### src/sv/ssfs_pkg.sv
package ssfs_pkg;

	localparam int unsigned LEN_W = 5;
	localparam int unsigned POS_W = 17;
	localparam int unsigned CFG_DATA_W = 64;
	localparam int unsigned CFG_IDX_W = 2;
	localparam int unsigned NB_COUNT = 16;
	localparam int unsigned NB_IDX_W = 4;

	localparam int unsigned NEEDLE_MAX_DEF = 16;
	localparam longint unsigned HAY_MAX_DEF = 65535;

	typedef enum logic [CFG_IDX_W-1:0] {
		REG_NEEDLE_LOW = 2'd0,
		REG_NEEDLE_HIGH = 2'd1,
		REG_NEEDLE_LENGTH = 2'd2,
		REG_START_POSITION = 2'd3
	} reg_idx_t;

	typedef struct packed {
		logic [7:0] hay_byte;
		logic has_byte;
		logic last;
	} in_t;

	typedef struct packed {
		logic [POS_W-1:0] position;
		logic too_long;
	} out_t;

	typedef struct packed {
		logic [NB_COUNT-1:0][7:0] needle;
		logic [LEN_W-1:0] eff_len;
		logic [POS_W-1:0] eff_start;
	} cfg_t;

endpackage

### src/sv/ssfs_cfg.sv
module ssfs_cfg #(
	parameter int unsigned NEEDLE_MAX = ssfs_pkg::NEEDLE_MAX_DEF
) (
	input logic clk,
	input logic arst_n,
	input logic we,
	input logic [ssfs_pkg::CFG_IDX_W-1:0] index,
	input logic [ssfs_pkg::CFG_DATA_W-1:0] data,
	output ssfs_pkg::cfg_t cfg
);
	import ssfs_pkg::*;

	logic [63:0] needle_low_q;
	logic [63:0] needle_high_q;
	logic [LEN_W-1:0] needle_length_q;
	logic [POS_W-1:0] start_position_q;

	always_ff @(posedge clk or negedge arst_n) begin
		if (!arst_n) begin
			needle_low_q <= '0;
			needle_high_q <= '0;
			needle_length_q <= '0;
			start_position_q <= POS_W'(1);
		end else if (we) begin
			case (reg_idx_t'(index))
				REG_NEEDLE_LOW: needle_low_q <= data[63:0];
				REG_NEEDLE_HIGH: needle_high_q <= data[63:0];
				REG_NEEDLE_LENGTH: needle_length_q <= data[LEN_W-1:0];
				REG_START_POSITION: start_position_q <= data[POS_W-1:0];
				default: ;
			endcase
		end
	end

	always_comb begin
		cfg.needle = {needle_high_q, needle_low_q};
		cfg.eff_len = (needle_length_q > LEN_W'(NEEDLE_MAX)) ? LEN_W'(NEEDLE_MAX)
			: needle_length_q;
		cfg.eff_start = (start_position_q <= POS_W'(1)) ? POS_W'(1) : start_position_q;
	end

endmodule

### src/sv/ssfs_scan.sv
module ssfs_scan #(
	parameter int unsigned NEEDLE_MAX = ssfs_pkg::NEEDLE_MAX_DEF,
	parameter longint unsigned HAY_MAX = ssfs_pkg::HAY_MAX_DEF
) (
	input logic clk,
	input logic arst_n,
	input ssfs_pkg::cfg_t cfg,
	input logic in_valid,
	output logic in_ready,
	input ssfs_pkg::in_t in_data,
	input logic res_free,
	output logic res_push,
	output ssfs_pkg::out_t res_data
);
	import ssfs_pkg::*;

	localparam int unsigned CNT_W = $clog2(HAY_MAX + 1);
	localparam int unsigned MW = (CNT_W > POS_W) ? CNT_W : POS_W;
	localparam logic [CNT_W-1:0] CNT_LIMIT = CNT_W'(HAY_MAX);

	logic valid_s1;
	in_t item_s1;
	logic adv;

	logic [NEEDLE_MAX-1:0][7:0] win_q;
	logic [CNT_W-1:0] cnt_q;
	logic found_q;
	logic [CNT_W-1:0] index_q;
	logic ovf_q;

	logic [NEEDLE_MAX-1:0][7:0] win_nx;
	logic [CNT_W-1:0] cnt_nx;
	logic found_nx;
	logic [CNT_W-1:0] index_nx;
	logic ovf_nx;
	logic [NEEDLE_MAX-1:0] lane_ok;
	logic [CNT_W-1:0] cnt_inc;
	logic [CNT_W-1:0] begin_pos;
	logic [MW-1:0] p0;
	logic [MW-1:0] empty_pos;
	logic [MW-1:0] index_ext;

	assign adv = valid_s1 && (!item_s1.last || res_free);
	assign in_ready = !valid_s1 || adv;

	always_ff @(posedge clk or negedge arst_n) begin
		if (!arst_n) begin
			valid_s1 <= 1'b0;
		end else if (in_valid && in_ready) begin
			valid_s1 <= 1'b1;
		end else if (adv) begin
			valid_s1 <= 1'b0;
		end
	end

	always_ff @(posedge clk) begin
		if (in_valid && in_ready) begin
			item_s1 <= in_data;
		end
	end

	always_comb begin
		win_nx[0] = item_s1.hay_byte;
		for (int k = 1; k < NEEDLE_MAX; k++) begin
			win_nx[k] = win_q[k-1];
		end
	end

	for (genvar i = 0; i < NEEDLE_MAX; i++) begin : g_lane
		logic [LEN_W-1:0] nidx;
		assign nidx = cfg.eff_len - LEN_W'(i + 1);
		assign lane_ok[i] = (LEN_W'(i) >= cfg.eff_len)
			|| (win_nx[i] == cfg.needle[nidx[NB_IDX_W-1:0]]);
	end

	assign cnt_inc = cnt_q + CNT_W'(1);
	assign begin_pos = cnt_inc - CNT_W'(cfg.eff_len) + CNT_W'(1);

	always_comb begin
		cnt_nx = cnt_q;
		found_nx = found_q;
		index_nx = index_q;
		ovf_nx = ovf_q;
		if (item_s1.has_byte) begin
			if (cnt_q >= CNT_LIMIT) begin
				ovf_nx = 1'b1;
			end else begin
				cnt_nx = cnt_inc;
				if (!found_q && cfg.eff_len != '0 && cnt_inc >= CNT_W'(cfg.eff_len)
					&& MW'(begin_pos) >= MW'(cfg.eff_start) && (&lane_ok)) begin
					found_nx = 1'b1;
					index_nx = begin_pos;
				end
			end
		end
	end

	always_comb begin
		p0 = MW'(cfg.eff_start - POS_W'(1));
		if (p0 > MW'(cnt_nx)) begin
			p0 = MW'(cnt_nx);
		end
		empty_pos = p0 + MW'(1);
		index_ext = found_nx ? MW'(index_nx) : '0;
		res_data.position = (cfg.eff_len == '0) ? empty_pos[POS_W-1:0]
			: index_ext[POS_W-1:0];
		res_data.too_long = ovf_nx;
	end

	assign res_push = adv && item_s1.last;

	always_ff @(posedge clk or negedge arst_n) begin
		if (!arst_n) begin
			win_q <= '0;
			cnt_q <= '0;
			found_q <= 1'b0;
			index_q <= '0;
			ovf_q <= 1'b0;
		end else if (adv) begin
			if (item_s1.last) begin
				win_q <= '0;
				cnt_q <= '0;
				found_q <= 1'b0;
				index_q <= '0;
				ovf_q <= 1'b0;
			end else begin
				if (item_s1.has_byte && cnt_q < CNT_LIMIT) begin
					win_q <= win_nx;
				end
				cnt_q <= cnt_nx;
				found_q <= found_nx;
				index_q <= index_nx;
				ovf_q <= ovf_nx;
			end
		end
	end

`ifndef SYNTH
	a_cnt_limit: assert property (@(posedge clk) disable iff (!arst_n)
		cnt_q <= CNT_LIMIT)
		else $error("byte count above limit");

	a_ovf_saturated: assert property (@(posedge clk) disable iff (!arst_n)
		ovf_q |-> (cnt_q == CNT_LIMIT))
		else $error("overflow flag without saturated count");

	a_match_in_range: assert property (@(posedge clk) disable iff (!arst_n)
		found_q |-> (index_q != '0 && index_q <= cnt_q))
		else $error("match index outside seen bytes");

	a_stall_holds: assert property (@(posedge clk) disable iff (!arst_n)
		(valid_s1 && !adv) |=> (valid_s1 && $stable(item_s1)))
		else $error("stalled transaction lost");
`endif

endmodule

### src/sv/ssfs_obuf.sv
module ssfs_obuf (
	input logic clk,
	input logic arst_n,
	input logic push,
	input ssfs_pkg::out_t push_data,
	output logic free,
	output logic out_valid,
	input logic out_ready,
	output ssfs_pkg::out_t out_data
);
	import ssfs_pkg::*;

	logic valid_q;
	out_t data_q;

	assign free = !valid_q || out_ready;
	assign out_valid = valid_q;
	assign out_data = data_q;

	always_ff @(posedge clk or negedge arst_n) begin
		if (!arst_n) begin
			valid_q <= 1'b0;
		end else if (push) begin
			valid_q <= 1'b1;
		end else if (out_ready) begin
			valid_q <= 1'b0;
		end
	end

	always_ff @(posedge clk) begin
		if (push) begin
			data_q <= push_data;
		end
	end

endmodule

### src/sv/substring_search_from_start_core.sv
// Streaming substring search with a start position.
// Configure the needle bytes, the needle length and the one-based start position
// through the write port while no haystack is in flight. Then send the haystack
// one byte per input transaction; the transaction with last set closes it, and a
// transaction with has_byte low and last set marks an empty haystack.
// Each closed haystack yields one output transaction: the one-based position of
// the first match at or after the start, zero for none, and the too_long flag.
// The input side takes one transaction per cycle while in_ready is high. An item
// waits in the input register while the whole needle is compared against the byte
// window in parallel; when its last transaction leaves the input register, the
// result is written to the output register and offered on the output.
// The output register holds a result until it is taken; while it is held, a
// following last transaction waits in the input register and in_ready drops.
// Reset clears the window, the counters and the output valid flag, sets the
// needle to empty and the start position to one.
module substring_search_from_start_core #(
	parameter int unsigned NEEDLE_MAX = ssfs_pkg::NEEDLE_MAX_DEF,
	parameter longint unsigned HAY_MAX = ssfs_pkg::HAY_MAX_DEF
) (
	input logic clk,
	input logic arst_n,
	input logic cfg_we,
	input logic [ssfs_pkg::CFG_IDX_W-1:0] cfg_index,
	input logic [ssfs_pkg::CFG_DATA_W-1:0] cfg_data,
	input logic in_valid,
	output logic in_ready,
	input ssfs_pkg::in_t in_data,
	output logic out_valid,
	input logic out_ready,
	output ssfs_pkg::out_t out_data
);
	import ssfs_pkg::*;

	cfg_t cfg;
	logic res_free;
	logic res_push;
	out_t res_data;

	ssfs_cfg #(
		.NEEDLE_MAX(NEEDLE_MAX)
	) u_cfg (
		.clk(clk),
		.arst_n(arst_n),
		.we(cfg_we),
		.index(cfg_index),
		.data(cfg_data),
		.cfg(cfg)
	);

	ssfs_scan #(
		.NEEDLE_MAX(NEEDLE_MAX),
		.HAY_MAX(HAY_MAX)
	) u_scan (
		.clk(clk),
		.arst_n(arst_n),
		.cfg(cfg),
		.in_valid(in_valid),
		.in_ready(in_ready),
		.in_data(in_data),
		.res_free(res_free),
		.res_push(res_push),
		.res_data(res_data)
	);

	ssfs_obuf u_obuf (
		.clk(clk),
		.arst_n(arst_n),
		.push(res_push),
		.push_data(res_data),
		.free(res_free),
		.out_valid(out_valid),
		.out_ready(out_ready),
		.out_data(out_data)
	);

endmodule
### config.mk
export PLATFORM = sky130hd
export DESIGN_NAME = substring_search_from_start_core
export DESIGN_NICKNAME = d
export VERILOG_FILES = /design/src/sv/ssfs_pkg.sv /design/src/sv/ssfs_cfg.sv /design/src/sv/ssfs_scan.sv /design/src/sv/ssfs_obuf.sv /design/src/sv/substring_search_from_start_core.sv
export SDC_FILE = /design/constraint.sdc
export NUM_CORES = 1
export LEC_CHECK = 0
export BUFFER_PORTS_ARGS = -buffer_cell sky130_fd_sc_hd__clkbuf_2
export CORE_UTILIZATION = 30
export CTS_BUF_LIST = sky130_fd_sc_hd__clkbuf_8 sky130_fd_sc_hd__clkbuf_16
export CTS_CLUSTER_SIZE = 28
export DETAILED_ROUTE_END_ITERATION = 7
export SETUP_SLACK_MARGIN = 0.15
export SYNTH_ARGS = -nofsm -noshare
export SYNTH_HDL_FRONTEND = slang
export SYNTH_HIERARCHICAL = 1
export SYNTH_SLANG_ARGS = --single-unit
export TNS_END_PERCENT = 100
### constraint.sdc
create_clock -name clk -period 8.55 [get_ports clk]
set_clock_uncertainty 0.2 [all_clocks]
set_input_delay 1.71 -clock clk [delete_from_list [all_inputs] [get_ports clk]]
set_output_delay 1.71 -clock clk [all_outputs]
set_load 0.02 [all_outputs]
==> reports/metrics.cfg <==
[timing]
tns_ns=0
maxSlewViolCount=0
tightest_slew_ns=1.24
fin_crit_sh_pct=86.4
hold_viol_final=0
finalSetupViolCount=0
max-slew-margin-rel_pct=16.7
rsz0062_at_grt=no
fmaxAchievable_mhz=135
final.setup.worst_slack_ns=1.16
period_needed_ns=7.39

[global_routing]
grtUsageTotal_pct=19.8
grt_max_degree=145
grt_pass1_wl_um=126000
first_global_vias=18300
antenna_found_initial=0
gr-usage-met3_pct=4.30
grt.met2_usage_pct=30.3
gr-total-overflow=0
grt-busiest-layer=met2
grtUsageMet1_pct=27.5

[outcome]
outcome=completed

[logic_synthesis]
synthAdderAreaFrac_pct=3.79
async_flop_share_pct=91.6
synth_top_family_by_area=multiplexers
synth-seq-area-share_pct=33.8
ys.flop_type=dfrtp_1
synthMuxAreaShare_pct=33.1
ys_ff_latch=334
yosys.area_share.simple_pct=6.56
yosys.cell_types.count=82
synth_top_cell_by_area=dfrtp_1
synth_compound_area_share_pct=10.1
synth.area.top_cells=dfrtp_1 30%, mux4_2 17%, mux2i_1 7.2%
synth_area_mm2=0.0252
synth.most_common_cell=dfrtp_1
yosysWarnings=6
synthTopCellsByCount=305 x dfrtp_1, 193 x mux4_2, 181 x mux2i_1
synth_edf_count=28
syn-num-nets=2209
syn_avg_cell_area_um2=12.3
synth_xor_area_share_pct=8.14
yosys.area.top_type_share_pct=30.3
postSynthCellCount=2053

[power_and_ir_drop]
p_per_area_mw_per_mm2=295
p_leak_nw=11.6
peakVddDrop_v=0.000138

[route]
first_iter_violations=2358
drcViolationCount=0
wl_per_cell_um=27.0
dr.pass1.iters=6
ant_nets=0
viasPerCell=5.90
vias=18700
postRouteWirelength_um=85400

[critical_path]
cp_max_fo=33
reg2regPathDepth=20
worst_setup_path_end_kind=register
arrival_ns=7.53
worstReg2RegEnd=u_obuf/out_data[1]
crit_type=register to register
required_ns=8.70
r2r_slack_ns=1.16
r2r_start=u_cfg/needle_length_q[4]
start_kind=register

[min_path]
min_path_type=register to register
hold_path_startpoint=u_scan/index_q[13]
min_path_cells=1
min_to=u_scan/index_q[13]

[finish]
design_area_mm2=0.0278
layout-drive-gt1-share_pct=27.4
area_growth_pct=10.3
final_cell_count_no_fill=3165
finalNetCount=2220
diodes=0

[cts]
root_buffer=clkbuf_16
clock_path_buffers=3
cts-resized-gates=0
htreeDepth=2
cts.sinks=334
postCtsSetupBuffers=0
cts_inserted_buffers=39
cts_hold_buf=0
insertion_delay_ns=0.57
cts_tree=built
clkTransAtPathRegs_ns=0.07

[placement]
place_inst=3093
io_buffers=100
hpwl_um=64700
gp_routability_congestion=1.01
dpl_cell_area_mm2=0.0265
dp_slack_ns=1.28

[floorplan]
fp.dieH_um=292
core_area_mm2=0.0826
die-area_mm2=0.0851
die_x_um=292
initial_core_util_pct=30.5
rows=105
boundaryPins=101

[flow_run]
drv_cap=0

[final cells by class]
cell class / count / area, um2
Multi-Input combinational cell: 1501 / 15700
Tap cell: 1070 / 1340
Timing Repair Buffer: 129 / 753
Inverter: 59 / 221
Clock buffer: 47 / 1090
Sequential cell: 334 / 8500
Fill cell: 8084 / 54900
Clock inverter: 25 / 204
[routing by layer]
| layer | routed length [um] | share of wire [%] |
|---|---|---|
| met1 | 36600 | 43 |
| met2 | 38300 | 45 |
| met3 | 7550 | 8.8 |
| met5 | 0 | 0 |
| met4 | 3010 | 3.5 |
[worst max-delay path by stage]
stage | start | endpoint | depth (start not counted)
6_report | u_cfg/needle_length_q[4] | u_obuf/out_data[1] | 20
5_1_grt | u_cfg/needle_length_q[4] | u_obuf/out_data[1] | 20
4_1_cts | u_cfg/needle_length_q[4] | u_obuf/out_data[1] | 20
3_5_place_dp | u_cfg/needle_length_q[4] | u_obuf/out_data[1] | 20
3_3_place_gp | u_cfg/needle_length_q[4] | u_obuf/out_data[1] | 19
2_1_floorplan | u_cfg/needle_length_q[4] | u_obuf/out_data[14] | 26
[power breakdown]
group / internal (mW) / leakage (nW) / switching [mW]
clock: 0.949 / 0.661 / 0.743
combinational: 1.94 / 6.69 / 2.53
sequential: 1.77 / 4.21 / 0.275
total: 4.66 / 11.6 / 3.55
[per-stage QoR]
| stage | power (mW) | hold slack (ns) | util [%] |
|---|---|---|---|
| 2_1_floorplan | 5.01 | 0.257 | - |
| 3_3_place_gp | 6.34 | 0.273 | 32.1 |
| 6_report | 8.21 | 0.299 | 33.6 |
| 5_1_grt | 8.52 | 0.315 | 33.6 |
| 4_1_cts | 8.14 | 0.299 | 33.6 |
| 3_5_place_dp | 6.41 | 0.281 | 32.1 |
[logic make-up (layout without fill, tap and decap cells)]
group	after synthesis	count (layout)
mux	527	527
compound gates	346	346
flops	334	334
simple gates	324	324
xor+xnor	229	229
buf+inv	218	260
fa+ha+maj	75	75
[critical path, stage by stage, from the launching register on]
cell and delay, ns:
dfrtp_1 0.94, nor2b_4 0.07, inv_1 0.53, ha_1 0.39, fa_1 0.48, a21o_1 0.20, a21oi_1 0.22, o21bai_1 0.19
o31ai_1 0.25, a21oi_1 0.16, a2111oi_0 0.59, o31ai_1 0.17, a21oi_1 0.20, xor2_1 0.35, ha_1 0.24, o21ai_0 0.15
nor3_1 0.30, and4b_1 0.29, o2111a_2 0.63, a22oi_1 0.23, mux2i_1 0.39
[cell usage in the layout (no fill, tap or decap), types with 39 or more instances in the layout]
cell type  Yosys  routed
mux4_2       193     193
a21oi_1       55      55
a22o_1       122     122
dfrtp_1      305     305
ha_1          73      72
nor2_1        54      53
mux2i_1      181     181
xor2_1        67      64
clkbuf_16      0      39
clkbuf_2       0      99
o21ai_0       40      40
inv_1         58      64
xnor2_1      156     153
mux2_4       120     120
nand2_1      103     103
[flip-flops by register name, summed over array words and instances, names as in the netlist, 10 cells and up]
signal / count
u_scan/item_s1: 10
u_cfg/start_position_q: 17
u_cfg/needle_high_q: 64
u_cfg/needle_low_q: 64
u_scan/index_q: 16
u_scan/win_nx: 120
u_obuf/out_data: 18
u_scan/cnt_q: 16
(Power assumes the default switching activity.)
